### config.mk
export PLATFORM = sky130hd
export DESIGN_NAME = av1_obu_sequence_header_finder_unit
export DESIGN_NICKNAME = d
export VERILOG_FILES = /design/src/sv/obuf_pkg.sv /design/src/sv/obuf_parser.sv /design/src/sv/av1_obu_sequence_header_finder_unit.sv
export SDC_FILE = /design/constraint.sdc
export NUM_CORES = 1
export LEC_CHECK = 0
export ABC_CLOCK_PERIOD_IN_PS = 6700
export BUFFER_PORTS_ARGS = -buffer_cell sky130_fd_sc_hd__buf_2
export CAP_MARGIN = 20
export CORE_MARGIN = 2
export CORE_UTILIZATION = 56
export DETAILED_ROUTE_END_ITERATION = 10
export MAX_ROUTING_LAYER = met4
export PLACE_DENSITY = 0.84
export SLEW_MARGIN = 15
export SYNTH_ARGS = -nofsm -noshare
export SYNTH_HDL_FRONTEND = slang
export SYNTH_SLANG_ARGS = --single-unit
### constraint.sdc
create_clock -name aclk -period 6.7 [get_ports aclk]
set_input_delay 0.67 -clock aclk [delete_from_list [all_inputs] [get_ports aclk]]
set_output_delay 0.67 -clock aclk [all_outputs]
set_load 0.01 [all_outputs]
### src/sv/obuf_pkg.sv
// Shared types and constants for the OBU finder.
package obuf_pkg;

    localparam int POS_W = 25;
    localparam int OFF_W = 24;
    localparam int LEN_W = 25;
    localparam int SIZE_W = 56;
    localparam int LEB_CNT_W = 3;
    localparam int TYPE_W = 4;
    localparam int M_TDATA_W = 56;

    localparam logic [POS_W-1:0] MAX_PACKET_BYTES = 25'd16777216;
    localparam logic [LEB_CNT_W-1:0] LEB_LAST_BYTE = 3'd7;

    typedef enum logic [2:0] {
        PH_HEADER       = 3'd0,
        PH_EXT_SIZED    = 3'd1,
        PH_EXT_SIZELESS = 3'd2,
        PH_LEB          = 3'd3,
        PH_PAYLOAD      = 3'd4,
        PH_SIZELESS     = 3'd5,
        PH_DONE         = 3'd6
    } phase_t;

    typedef enum logic [2:0] {
        ST_FOUND          = 3'd0,
        ST_FORBIDDEN      = 3'd1,
        ST_TRUNCATED      = 3'd2,
        ST_LEB_LONG       = 3'd3,
        ST_EXCEEDS        = 3'd4,
        ST_SIZELESS_WRONG = 3'd5,
        ST_NONE           = 3'd6
    } status_t;

    typedef struct packed {
        logic [LEN_W-1:0] hit_length;
        logic [OFF_W-1:0] hit_offset;
        status_t          status;
        logic             found;
    } result_t;

endpackage

### src/sv/obuf_parser.sv
// Per-packet OBU header walker: one byte per step, at most one result per step.
module obuf_parser (
    input  logic                         aclk,
    input  logic                         aresetn,
    input  logic                         step_en,
    input  logic [7:0]                   data_byte,
    input  logic                         last_byte,
    input  logic [obuf_pkg::TYPE_W-1:0]  target_type,
    output logic                         res_valid,
    output obuf_pkg::result_t            res
);
    import obuf_pkg::*;

    phase_t                 phase_reg, phase_next;
    logic [POS_W-1:0]       pos_reg, pos_next;
    logic [POS_W-1:0]       start_reg, start_next;
    logic [TYPE_W-1:0]      type_reg, type_next;
    logic [LEB_CNT_W-1:0]   leb_cnt_reg, leb_cnt_next;
    logic [SIZE_W-1:0]      payload_reg, payload_next;

    logic [SIZE_W-1:0]      leb_val;
    logic [SIZE_W-1:0]      pay_dec;
    logic [5:0]             leb_pos;
    logic [LEN_W-1:0]       unit_len;
    logic                   complete;
    status_t                emit_status;

    // Offset of the reported OBU: a header byte starts its own unit.
    function automatic logic [OFF_W-1:0] start_reg_sel(phase_t ph, logic [POS_W-1:0] pos,
                                                       logic [POS_W-1:0] start);
        logic [POS_W-1:0] s;
        s = (ph == PH_HEADER) ? pos : start;
        return s[OFF_W-1:0];
    endfunction

    always_ff @(posedge aclk) begin
        if (!aresetn) begin
            phase_reg   <= PH_HEADER;
            pos_reg     <= '0;
            start_reg   <= '0;
            type_reg    <= '0;
            leb_cnt_reg <= '0;
            payload_reg <= '0;
        end else if (step_en) begin
            phase_reg   <= phase_next;
            pos_reg     <= pos_next;
            start_reg   <= start_next;
            type_reg    <= type_next;
            leb_cnt_reg <= leb_cnt_next;
            payload_reg <= payload_next;
        end
    end

    always_comb begin
        phase_next   = phase_reg;
        start_next   = start_reg;
        type_next    = type_reg;
        leb_cnt_next = leb_cnt_reg;
        payload_next = payload_reg;
        res_valid    = 1'b0;
        emit_status  = ST_NONE;
        complete     = 1'b0;

        // Place the next seven size bits above those already gathered.
        leb_pos = 6'({3'b000, leb_cnt_reg} * 6'd7);
        leb_val = payload_reg;
        leb_val[leb_pos +: 7] = data_byte[6:0];
        pay_dec = payload_reg - SIZE_W'(1);

        case (phase_reg)
            PH_HEADER: begin
                start_next = pos_reg;
                if (data_byte[7]) begin
                    res_valid   = 1'b1;
                    emit_status = ST_FORBIDDEN;
                    phase_next  = PH_DONE;
                end else begin
                    type_next    = data_byte[6:3];
                    leb_cnt_next = '0;
                    payload_next = '0;
                    if (data_byte[2]) begin
                        phase_next = data_byte[1] ? PH_EXT_SIZED : PH_EXT_SIZELESS;
                    end else if (data_byte[1]) begin
                        phase_next = PH_LEB;
                    end else if (data_byte[6:3] == target_type) begin
                        phase_next = PH_SIZELESS;
                    end else begin
                        res_valid   = 1'b1;
                        emit_status = ST_SIZELESS_WRONG;
                        phase_next  = PH_DONE;
                    end
                end
            end
            PH_EXT_SIZED: begin
                phase_next = PH_LEB;
            end
            PH_EXT_SIZELESS: begin
                if (type_reg == target_type) begin
                    phase_next = PH_SIZELESS;
                end else begin
                    res_valid   = 1'b1;
                    emit_status = ST_SIZELESS_WRONG;
                    phase_next  = PH_DONE;
                end
            end
            PH_LEB: begin
                payload_next = leb_val;
                leb_cnt_next = leb_cnt_reg + LEB_CNT_W'(1);
                if (data_byte[7]) begin
                    if (leb_cnt_reg == LEB_LAST_BYTE && !last_byte) begin
                        res_valid   = 1'b1;
                        emit_status = ST_LEB_LONG;
                        phase_next  = PH_DONE;
                    end
                end else if (leb_val == '0) begin
                    complete = 1'b1;
                end else begin
                    phase_next = PH_PAYLOAD;
                end
            end
            PH_PAYLOAD: begin
                payload_next = pay_dec;
                if (pay_dec == '0) begin
                    complete = 1'b1;
                end
            end
            default: begin
            end
        endcase

        // Sized OBU ends on this byte: report it if it matches, else walk on.
        if (complete) begin
            if (type_reg == target_type) begin
                res_valid   = 1'b1;
                emit_status = ST_FOUND;
                phase_next  = PH_DONE;
            end else begin
                phase_next = PH_HEADER;
            end
        end

        pos_next = (pos_reg < MAX_PACKET_BYTES) ? pos_reg + POS_W'(1) : pos_reg;
        unit_len = pos_reg + LEN_W'(1) - start_next;

        if (last_byte) begin
            if (!res_valid) begin
                res_valid = 1'b1;
                case (phase_next)
                    PH_HEADER:       emit_status = ST_NONE;
                    PH_EXT_SIZED,
                    PH_EXT_SIZELESS,
                    PH_LEB:          emit_status = ST_TRUNCATED;
                    PH_PAYLOAD:      emit_status = ST_EXCEEDS;
                    PH_SIZELESS:     emit_status = ST_FOUND;
                    default:         res_valid   = 1'b0;
                endcase
            end
            // Ready for the next packet.
            phase_next   = PH_HEADER;
            pos_next     = '0;
            start_next   = '0;
            type_next    = '0;
            leb_cnt_next = '0;
            payload_next = '0;
        end

        res.found      = (emit_status == ST_FOUND);
        res.status     = emit_status;
        res.hit_offset = (emit_status == ST_FOUND) ? start_reg_sel(phase_reg, pos_reg, start_reg)
                                                   : '0;
        res.hit_length = (emit_status == ST_FOUND) ? unit_len : '0;
    end

    a_last_gives_result: assert property (@(posedge aclk) disable iff (!aresetn)
        step_en && last_byte && phase_reg != PH_DONE |-> res_valid)
        else $error("packet end without a result");

    a_last_clears: assert property (@(posedge aclk) disable iff (!aresetn)
        step_en && last_byte |=> phase_reg == PH_HEADER && pos_reg == '0)
        else $error("parser not cleared after packet end");

    a_pos_saturates: assert property (@(posedge aclk) disable iff (!aresetn)
        pos_reg <= MAX_PACKET_BYTES)
        else $error("byte position beyond saturation limit");

    a_payload_nonzero: assert property (@(posedge aclk) disable iff (!aresetn)
        phase_reg == PH_PAYLOAD |-> payload_reg != '0)
        else $error("payload phase with nothing left to skip");

endmodule

### src/sv/av1_obu_sequence_header_finder_unit.sv
// Top level of the AV1 OBU finder: stream ports, config register, I/O registers.
//
// Usage:
//   Feed the bytes of one low-overhead AV1 packet on the s_ channel, one byte
//   per transaction in s_tdata[7:0], with s_tlast high on the final byte.
//   The block walks the OBU headers, skips extension bytes and payloads and
//   returns exactly one result transaction per packet on the m_ channel: the
//   offset and length of the first OBU whose type equals the target, or an
//   error status. The result comes on the byte that decides it, or at the
//   packet's last byte at the latest; later bytes of that packet give none.
//   The target type is written through cfg_wr_en / cfg_wr_data while idle.
// Throughput and pipeline:
//   One byte per cycle sustained while results are taken on the m_ channel;
//   the whole per-byte step (header decode, leb128 gathering, 56-bit payload
//   countdown) sits between the input register and the result register.
//   m_tvalid rises once the causing byte's step loads the result register.
// Reset and stall:
//   aresetn (synchronous, active low) empties both registers, clears the
//   parser for a new packet and sets the target type to 1 (sequence header).
//   While m_tready is low with a result waiting, hold the result and the byte
//   in the input register; s_tready drops once that register is full.
module av1_obu_sequence_header_finder_unit (
    input  logic                                 aclk,
    input  logic                                 aresetn,
    // s_tdata: [7:0] data_byte
    input  logic                                 s_tvalid,
    output logic                                 s_tready,
    input  logic [7:0]                           s_tdata,
    input  logic                                 s_tlast,
    // m_tdata: [0] found, [3:1] status, [27:4] hit_offset, [52:28] hit_length,
    // [55:53] zero
    output logic                                 m_tvalid,
    input  logic                                 m_tready,
    output logic [obuf_pkg::M_TDATA_W-1:0]       m_tdata,
    input  logic                                 cfg_wr_en,
    input  logic [obuf_pkg::TYPE_W-1:0]          cfg_wr_data
);
    import obuf_pkg::*;

    logic                 in_valid_reg;
    logic [7:0]           in_byte_reg;
    logic                 in_last_reg;
    logic [TYPE_W-1:0]    target_reg;
    logic                 out_valid_reg;
    result_t              out_res_reg;

    logic                 advance;
    logic                 res_valid;
    result_t              res;

    // Step the parser when a byte waits and the result register can take one.
    assign advance  = in_valid_reg && (!out_valid_reg || m_tready);
    assign s_tready = !in_valid_reg || advance;

    always_ff @(posedge aclk) begin
        if (!aresetn) begin
            target_reg <= TYPE_W'(1);
        end else if (cfg_wr_en) begin
            target_reg <= cfg_wr_data;
        end
    end

    // Input register.
    always_ff @(posedge aclk) begin
        if (!aresetn) begin
            in_valid_reg <= 1'b0;
        end else if (s_tready) begin
            in_valid_reg <= s_tvalid;
        end
    end

    always_ff @(posedge aclk) begin
        if (s_tvalid && s_tready) begin
            in_byte_reg <= s_tdata;
            in_last_reg <= s_tlast;
        end
    end

    obuf_parser u_parser (
        .aclk        (aclk),
        .aresetn     (aresetn),
        .step_en     (advance),
        .data_byte   (in_byte_reg),
        .last_byte   (in_last_reg),
        .target_type (target_reg),
        .res_valid   (res_valid),
        .res         (res)
    );

    // Result register: drop on a taken transaction, load on a new result.
    always_ff @(posedge aclk) begin
        if (!aresetn) begin
            out_valid_reg <= 1'b0;
        end else if (advance && res_valid) begin
            out_valid_reg <= 1'b1;
        end else if (m_tready) begin
            out_valid_reg <= 1'b0;
        end
    end

    always_ff @(posedge aclk) begin
        if (advance && res_valid) begin
            out_res_reg <= res;
        end
    end

    assign m_tvalid = out_valid_reg;
    assign m_tdata  = {(M_TDATA_W - $bits(result_t))'(0), out_res_reg};

endmodule

# [Yosys cells after proc, flatten, opt, wreduce, memory -nomap -nowiden]
# Index checks and enable logic that the tools add are counted.
[word_totals] in_bits=18 ff_bits=184 elab_cells=122 output_inout_bits=58
[op_classes] magnitude_cmp=1 n_reduce_logical=25 n_mux=59 shifts=2 add_sub_neg=5 multipliers=1 n_eq_ne=14
[ops] cell="one-hot mux 56 bit (3 select lines)" n=1
[ops] cell="logical NOT 56 bit" n=2
[ops] cell="two-way mux 56 bit" n=2
[ops] cell="two-way mux 25 bit" n=4
[ops] cell="two-way mux 3 bit" n=20
[ops] cell="bitwise mux 56 bit" n=1
[ops] cell="variable shift 7 x 8 -> 56 bit (first input constant)" n=1
[ops] cell="variable part select 7 x 8 -> 56 bit" n=1
[ops] cell="subtractor 56 x 1 -> 56 bit (second input constant)" n=1
[ops] cell="adder 25 x 1 -> 25 bit (second input constant)" n=1
[ops] cell="less-than comparator 25 bit (second input constant)" n=1
[ops] cell="subtractor 25 bit" n=1
[ops] cell="one-hot mux 3 bit (4 select lines)" n=2
[ops] cell="two-way mux 1 bit" n=17
[ops] cell="== test 3 x 2 -> 1 bit (second input constant)" n=4
[ops] cell="== test 3 bit (second input constant)" n=4
[ops] cell="two-way mux 4 bit" n=3
[ops] cell="two-way mux 2 bit" n=5
[ops] cell="logical NOT 3 bit" n=3
[ops] cell="one-hot mux 3 bit (3 select lines)" n=1
[ops] cell="AND reduction 3 bit" n=3
[ops] cell="== test 4 bit" n=2
[ops] cell="negator 6 -> 8 bit" n=1
[ops] cell="== test 3 x 1 -> 1 bit (second input constant)" n=2
[ops] cell="16 further kinds" n=24

# [Logic depth before layout (Yosys ltp)]
# Gate-level depths: netlist of the first run.
[depth] ltp_word=16 depth_mapped=18 mapped_depth_nobuf=17

# [Hierarchy]
# From an unflattened synthesis of the first run, not the netlist that was laid out.
[hier_totals] hier_cells=1596 hier_area_um2=12827.3
[modules_own_cells] module="obuf_parser" seq_area_each_um2=2322.2 cells_each=1504 instances=1 area_per_inst_um2=10680.2
[modules_own_cells] module="av1_obu_sequence_header_finder_unit" seq_area_each_um2=1981.9 cells_each=92 instances=1 area_per_inst_um2=2147.1

# [Worst setup path before layout of the first run]
# OpenSTA, ideal clock, no wires.
[synth_timing] path_kind="register -> register" from="register u_parser.leb_cnt_reg[0]" to="register out_res_reg (netlist bit m_tdata[0]) (enable)" n_path_buf=4 period_less_slack_ps=6705 setup_time_ps=495 path_slack_ps=-5 t_required_ps=6205 arrival_ps=6209 path_stages_with_launch=16 cell_sequence="dfxtp_1 clkbuf_1 clkbuf_1 inv_1 ha_1 clkbuf_1 or4b_1 nand2b_2 a222oi_1 nand4_1 nor4_1 nand3_1 nor3_1 o21ai_1 buf_2 a31oi_1"
[synth_via] elab_chain_cells=15 elab_cells_between_ends=32 cone_classes="add/sub (1); mul (1); eq/ne (6); shift (2); mux (17); reduce/logical (5)"
[synth_lines] item="start, declared" line_no="obuf_parser.sv:18" text="logic [LEB_CNT_W-1:0] leb_cnt_reg, leb_cnt_next;"
[synth_lines] item="start signal, assigned" line_no="obuf_parser.sv:49" text="leb_cnt_reg <= leb_cnt_next;"
[synth_lines] item="multiplier 3 x 3 -> 6 bit" line_no="obuf_parser.sv:65" text="leb_pos = 6'({3'b000, leb_cnt_reg} * 6'd7);"
[synth_lines] item="negator 6 -> 8 bit" line_no="obuf_parser.sv:67" text="leb_val[leb_pos +: 7] = data_byte[6:0];"
[synth_lines] item="variable part select 7 x 8 -> 56 bit or variable shift 7 x 8 -> 56 bit (tied branches)" line_no="obuf_parser.sv:67"
[synth_lines] item="bitwise mux 56 bit" line_no="obuf_parser.sv:67"
[synth_lines] item="logical NOT 56 bit" line_no="obuf_parser.sv:115" text="end else if (leb_val == '0) begin"
[synth_lines] item="two-way mux 3 bit or two-way mux 1 bit (tied branches)" line_no="obuf_parser.sv:115"
[synth_lines] item="two-way mux 3 bit or two-way mux 1 bit (tied branches)" line_no="obuf_parser.sv:109" text="if (data_byte[7]) begin"
[synth_lines] item="one-hot mux 3 bit (4 select lines) or one-hot mux 1 bit (2 select lines) (tied branches)" line_no="obuf_parser.sv:70" text="case (phase_reg)"
[synth_lines] item="two-way mux 3 bit" line_no="obuf_parser.sv:132" text="if (complete) begin"
[synth_lines] item="== test 3 x 1 -> 1 bit, or another cell as far along" line_no="obuf_parser.sv:148" text="case (phase_next)"
[synth_lines] item="OR reduction 6 bit (no line)"
[synth_lines] item="two-way mux 1 bit" line_no="obuf_parser.sv:148"
[synth_lines] item="two-way mux 1 bit" line_no="obuf_parser.sv:146" text="if (!res_valid) begin"
[synth_lines] item="two-way mux 1 bit (*)" line_no="obuf_parser.sv:145" text="if (last_byte) begin"
[synth_lines] item="logical AND 1 bit (*)" line_no="av1_obu_sequence_header_finder_unit.sv:102" text="if (advance && res_valid) begin"
[synth_lines] item="end signal, assigned" line_no="av1_obu_sequence_header_finder_unit.sv:103" text="out_res_reg <= res;"
[synth_lines] item="end, declared" line_no="av1_obu_sequence_header_finder_unit.sv:45" text="result_t out_res_reg;"
# Mark *: on every way between the ends. The rest lies on a longest branch, timed or not.
# A chain may end at the register's enable or synchronous reset.

# [Worst setup path after layout of the first run]
[layout_timing] from="register u_parser.leb_cnt_reg[0]" to="register out_res_reg (netlist bit m_tdata[23]) (enable)"
# The elaborated chain is that of the path after synthesis.

==> results of run 1 <==
## routing by layer
metal  vias to the layer above  routed length [um]  global-route usage
met2                       670               17320              0.5008
met3                       166                3333             0.04819
met5                         -                   0                   -
met1                      5732               15380              0.4183
met4                         0                1980              0.1555
li1                       5696                   -                   -
## cells by family after synthesis
group | share of synthesized area
AND/OR/NAND/NOR | 0.2588
AO/OA/AOI/OAI | 0.2339
flip-flops | 0.3354
buffers and inverters | 0.05323
XOR/XNOR | 0.05723
multiplexers | 0.02837
adder cells (fa/ha/maj) | 0.03276
other | 0.0002922
## per-stage QoR
| stage | hold WS (ns) | std cells | area, sq um | util | power [W] |
|---|---|---|---|---|---|
| 2_1_floorplan | 0.4708 | 1585 | 12850 | - | 0.001472 |
| 3_3_place_gp | 0.5090 | 1817 | 13150 | 0.5824 | 0.001567 |
| 3_5_place_dp | 0.5174 | 1818 | 13150 | 0.5828 | 0.001574 |
| 4_1_cts | 0.3920 | 1850 | 13760 | 0.6095 | 0.002605 |
| 5_1_grt | 0.3884 | 1851 | 13760 | 0.6098 | 0.002687 |
| 6_report | 0.3939 | 1851 | 13760 | 0.6098 | 0.002610 |
## where the power goes
part           switching, W  internal, W  total [W]
Clock              0.000517     0.000536    0.00105
Sequential        0.0000325      0.00118    0.00121
Combinational      0.000222     0.000121   0.000343
Total              0.000771      0.00184    0.00261
## path summary, 6_finish.rpt
path                       startpoint                       end  slack [ns]
max           u_parser.leb_cnt_reg[0]               m_tdata[23]        1.41
max reg2reg   u_parser.leb_cnt_reg[0]               m_tdata[23]        1.41
min                        s_tdata[0]            in_byte_reg[0]        0.39
min reg2reg  u_parser.payload_reg[41]  u_parser.payload_reg[41]        0.54
## synth_stat cells (44+ instances only)
| master | instances | area (sq um) |
|---|---|---|
| a21oi_1 | 81 | 405.4 |
| nor2b_1 | 64 | 400.4 |
| nor2_1 | 104 | 390.4 |
| edfxtp_1 | 62 | 1862 |
| dfxtp_1 | 122 | 2442 |
| o21ai_0 | 132 | 660.6 |
| and2_1 | 60 | 375.4 |
| nand2_1 | 149 | 559.3 |
| a22oi_1 | 52 | 390.4 |
| nor3_1 | 63 | 315.3 |
| clkbuf_1 | 106 | 397.9 |
| xnor2_1 | 44 | 385.4 |
## layout make-up
type | instances | area (sq um) | share of cell area
inverters | 25 | 93.84 | 0.006818
clock inverters | 15 | 178.9 | 0.01300
multi-input cells | 1237 | 7914 | 0.5750
flip-flops and latches | 184 | 4304 | 0.3127
repair buffers | 88 | 490.5 | 0.03564
clock buffers | 17 | 425.4 | 0.03091
well taps | 285 | 356.6 | 0.02591
## cells in the final DEF, fill, tap and decap left out, types with 52 or more instances in the layout
cell	instances
nand2_1	149
and2_1	60
a21oi_1	81
nor3_1	62
buf_2	72
a22oi_1	52
nor2b_1	64
nor2_1	102
edfxtp_1	62
dfxtp_1	122
o21ai_0	132
==> flow_metrics.env, run 1 <==
export IMPL_outcome="finished, final reports clean"
export IMPL_powerDensity_nw_per_um2=189.6
export IMPL_place_gp_congestion=1.024
export IMPL_cts_setup_buffers=0
export IMPL_finalCriticalPeriod_ns=5.292
export IMPL_clk_path_buf_depth=2
export IMPL_clock_sinks=184
export IMPL_cts_root_buffer="clkbuf_16"
export IMPL_grt_pass1_wl_mm=61.20
export IMPL_overflow=0
export IMPL_ys_ff_latch=184
export IMPL_grt_max_degree=107
export IMPL_fill_cells=1985
export IMPL_fmax_mhz=189.0
export IMPL_skew_ns=0.01900
export IMPL_path_clk_slew_ns=0.08
export IMPL_critPathTopFamily="simple AND/OR/NAND/NOR gates"
export IMPL_wire_per_inst_um=20.54
export IMPL_critical_path_buf_inv_count=2
export IMPL_cp_depth=12
export IMPL_tns_ns=0
export IMPL_maxCapViolations=0
export IMPL_path_max_fanout=50
export IMPL_reg2reg_depth=12
export IMPL_slew_headroom=0.2394
export IMPL_drive_gt1_frac=0.1264
export IMPL_p_leak_nw=5.122
export IMPL_peakVddDrop_mv=0.1579
export IMPL_clk_latency_ns=0.45
export IMPL_area_growth_pct=7.244
export IMPL_ys_warn_count=0
export IMPL_grtUsageTotal=0.3239
export IMPL_hp_class="input port to flip-flop"
export IMPL_crit_required_ns=6.78
export IMPL_routed_via_density=6.626
export IMPL_drt_drc_violations_left=0
export IMPL_largest_register_ffs=56
export IMPL_finalCritPeriodShare=0.7899
export IMPL_cts_buffers=17
export IMPL_rsz0062_at_grt="false"
export IMPL_fp_coreArea_sq_um=22570
export IMPL_grt_pass1_vias=11390
export IMPL_setup_viol_count_final=0
export IMPL_first_pass_iters=8
export IMPL_setup_ws_ns=1.408
export IMPL_ios=76
export IMPL_drv_slew=0
export IMPL_worstPathCellList="inv_1, ha_1, xor2_2, nand2_1, a2111oi_0, nand4_1, nor4_1, nand3_1, nor3_1, o21ai_4, a31oi_4, buf_4"
export IMPL_startpoint_type="flip-flop"
export IMPL_initial_core_util=0.5686
export IMPL_tightest_slew_ns=1.141
export IMPL_die_area_sq_um=24140
export IMPL_mappedNetlistArea_sq_um=12830
export IMPL_hold_path_cell_count=1
export IMPL_hold_buffers=0
export IMPL_nets=1604
export IMPL_ys_seq_area_frac=0.3354
export IMPL_syn_area_per_cell_sq_um=8.107
export IMPL_cp_data_arrival_time_ns=5.37
export IMPL_diodes=0
export IMPL_cts_tree="done"
export IMPL_cp_slowest_stage_delay_ns=0.81
export IMPL_place_ws_ns=1.570
export IMPL_detail_route_antenna_nets=0
export IMPL_floorplan_die_height_um=155.4
export IMPL_via_count=12260
export IMPL_criticalPathCategory="flip-flop to flip-flop"
export IMPL_ctsResizeCount=0
export IMPL_htree_levels=4
export IMPL_finalHoldViolCount=0
export IMPL_ys_types=85
export IMPL_postSynthCellCount=1583
export IMPL_antenna_found_initial=0
export IMPL_ys_flop_type="dfxtp_1"
export IMPL_num_rows=55
export IMPL_drt_wl_total_mm=38.01
export IMPL_drt_initial_drc_count=1396
export IMPL_portBuffers=72
export IMPL_dp_hpwl_mm=25.96
export IMPL_endpoint_kind="flip-flop"
export IMPL_async_reset_ff_frac=0
export IMPL_die_w_um=155.4
export IMPL_slowest_stage="dfxtp_1"
export IMPL_synth_edff_count=62
No activity file was read; power rests on OpenSTA's default activity.
==> run 2, diff against run 1 <==
Settings changed: ABC_CLOCK_PERIOD_IN_PS 6700 to 5010, CORE_UTILIZATION 56 to 62, PLACE_DENSITY 0.84 to 0.88.
Clock period 6.7 ns to 5.01 ns, I/O delays scaled along.
==> run 2 against run 1 <==
  * Non-clock buffer count rose by 36
  * First-iteration DRC count up 27%
  * Via count up 3.9%
  * Clock power up 30%
  * Count of clock-buffer cells in the layout up 1
  * Critical path depth is 1 higher
  * Maximum frequency grew 14%
  * Clock skew shrank 0.0053 ns
  * Combinational power increased by 45%
  * Sequential share of layout area is 0.57 points lower
  * Critical path type unchanged
==> flow_metrics.env, run 2 (synthesis gave the netlist of run 1 again) <==
export IMPL_powerDensity_nw_per_um2=247.4
export IMPL_hp_class="input port to flip-flop"
export IMPL_clock_sinks=184
export IMPL_worstPathCellList="nor3_2, buf_4, mux2i_1, ha_1, a21oi_1, o21ai_0, o41a_1, o31ai_1, a211oi_1, o41ai_1, a21bo_2, and3_1, a211oi_2"
export IMPL_p_sw_w=0.001038
export IMPL_detail_route_antenna_nets=0
export IMPL_critical_path_buf_inv_count=1
export IMPL_drt_wl_total_mm=40.16
export IMPL_cts_buffers=17
export IMPL_nets=1640
export IMPL_ctsResizeCount=0
export IMPL_internal_power_w=0.002431
export IMPL_layout_commonest_cell="nand2_1"
export IMPL_dp_hpwl_mm=27.47
export IMPL_fmax_mhz=214.7
export IMPL_die_area_sq_um=21870
export IMPL_multiInputGateArea_sq_um=7914
export IMPL_p_leak_nw=5.288
export IMPL_rsz0062_at_grt="false"
export IMPL_hold_buffers=0
export IMPL_die_w_um=147.9
export IMPL_reg2reg_depth=13
export IMPL_min_delay_start="s_tlast"
export IMPL_via_count=12740
export IMPL_antenna_found_initial=0
export IMPL_dpl_cell_area_sq_um=13420
export IMPL_clk_latency_ns=0.46
export IMPL_cts_setup_buffers=0
export IMPL_cts_root_buffer="clkbuf_16"
export IMPL_finish_instance_area_sq_um=14020
export IMPL_num_rows=52
export IMPL_setup_ws_ns=0.3519
export IMPL_finalCritPeriodShare=0.9298
export IMPL_peakVddDrop_mv=0.2576
export IMPL_path_max_fanout=14
export IMPL_drv_slew=0
export IMPL_p_comb_frac=0.144
export IMPL_criticalPathCategory="flip-flop to flip-flop"
export IMPL_startpoint_type="flip-flop"
export IMPL_setup_viol_count_final=0
export IMPL_slowest_stage="nor3_2"
export IMPL_most_common_layout_cells="149 x nand2_1, 132 x o21ai_0, 122 x dfxtp_1"
export IMPL_finalHoldViolCount=0
export IMPL_finalCriticalPeriod_ns=4.658
export IMPL_p_clk_frac=0.391
export IMPL_drive_gt1_frac=0.1461
export IMPL_initial_core_util=0.6322
export IMPL_critPathTopFamily="compound AO/OA/AOI/OAI gates"
export IMPL_first_pass_iters=6
export IMPL_clk_path_buf_depth=2
export IMPL_cp_data_arrival_time_ns=4.84
export IMPL_grt_pass1_vias=11730
export IMPL_fill_cells=1618
export IMPL_htree_levels=4
export IMPL_floorplan_die_height_um=147.9
export IMPL_grtUsageTotal=0.3755
export IMPL_min_to="in_last_reg"
export IMPL_largest_register_ffs=56
export IMPL_grt_max_degree=66
export IMPL_tns_ns=0
export IMPL_tightest_slew_ns=1.051
export IMPL_p_seq_frac=0.466
export IMPL_place_ws_ns=0.4938
export IMPL_wire_per_inst_um=21.44
export IMPL_drt_drc_violations_left=0
export IMPL_drt_initial_drc_count=1772
export IMPL_ios=76
export IMPL_post_route_util=0.6907
export IMPL_rr_endpoint="m_tdata[52]"
export IMPL_skew_ns=0.01370
export IMPL_fp_coreArea_sq_um=20300
export IMPL_maxCapViolations=0
export IMPL_slew_headroom=0.2975
export IMPL_portBuffers=72
export IMPL_area_growth_pct=9.252
export IMPL_crit_required_ns=5.19
export IMPL_r2r_start="u_parser.phase_reg[2]"
export IMPL_cts_tree="done"
export IMPL_r2r_slack_ns=0.35
export IMPL_cp_depth=13
export IMPL_regArea_sq_um=4304
export IMPL_place_gp_congestion=1.045
export IMPL_path_clk_slew_ns=0.08
export IMPL_overflow=0
export IMPL_endpoint_kind="flip-flop"
export IMPL_cp_slowest_stage_delay_ns=0.66
export IMPL_grt_pass1_wl_mm=63.67
export IMPL_hold_path_cell_count=1
export IMPL_holdWs_ns=0.2187
export IMPL_routed_via_density=6.802
export IMPL_outcome="finished, final reports clean"
export IMPL_swShare=0.2992
run 2: how the worst max path moves through the flow:
stage	endpoint	from	slack (ns)
floorplan	m_tdata[0]	u_parser.leb_cnt_reg[0]	0.1
finish	m_tdata[52]	u_parser.phase_reg[2]	0.35
global placement	m_tdata[52]	u_parser.phase_reg[2]	0.65
global route	m_tdata[42]	u_parser.leb_cnt_reg[1]	0.06
detailed placement	m_tdata[52]	u_parser.phase_reg[2]	0.49
CTS	m_tdata[52]	u_parser.phase_reg[2]	0.44
run 2: layer usage:
layer | track usage | part of all wire
met4 | 0.1686 | 0.040
met1 | 0.5080 | 0.40
met3 | 0.06358 | 0.12
met2 | 0.5544 | 0.44
met5 | - | 0
run 2: power by group through the flow:
stage	Combinational, W	Clock (W)	Sequential, W
floorplan	0.000324	0	0.00164
CTS	0.000485	0.00135	0.00161
finish	0.000498	0.00136	0.00162
global placement	0.000474	0	0.00165
global route	0.000534	0.00141	0.00162
detailed placement	0.000482	0	0.00165
run 2: area by class of cell:
type | count | area share
clock buffer | 18 | 0.03061
tap | 270 | 0.02409
sequential | 184 | 0.3070
inverter | 25 | 0.006693
timing repair buffer | 124 | 0.05560
antenna | 1 | 0.0001785
clock inverter | 14 | 0.01142
multi-input combinational | 1237 | 0.5644
run 2: stage by stage:
step,power (W),instances
3_3_place_gp,0.002121,1839
2_1_floorplan,0.001969,1585
4_1_cts,0.003453,1871
3_5_place_dp,0.002131,1839
5_1_grt,0.003559,1872
6_report,0.003469,1873
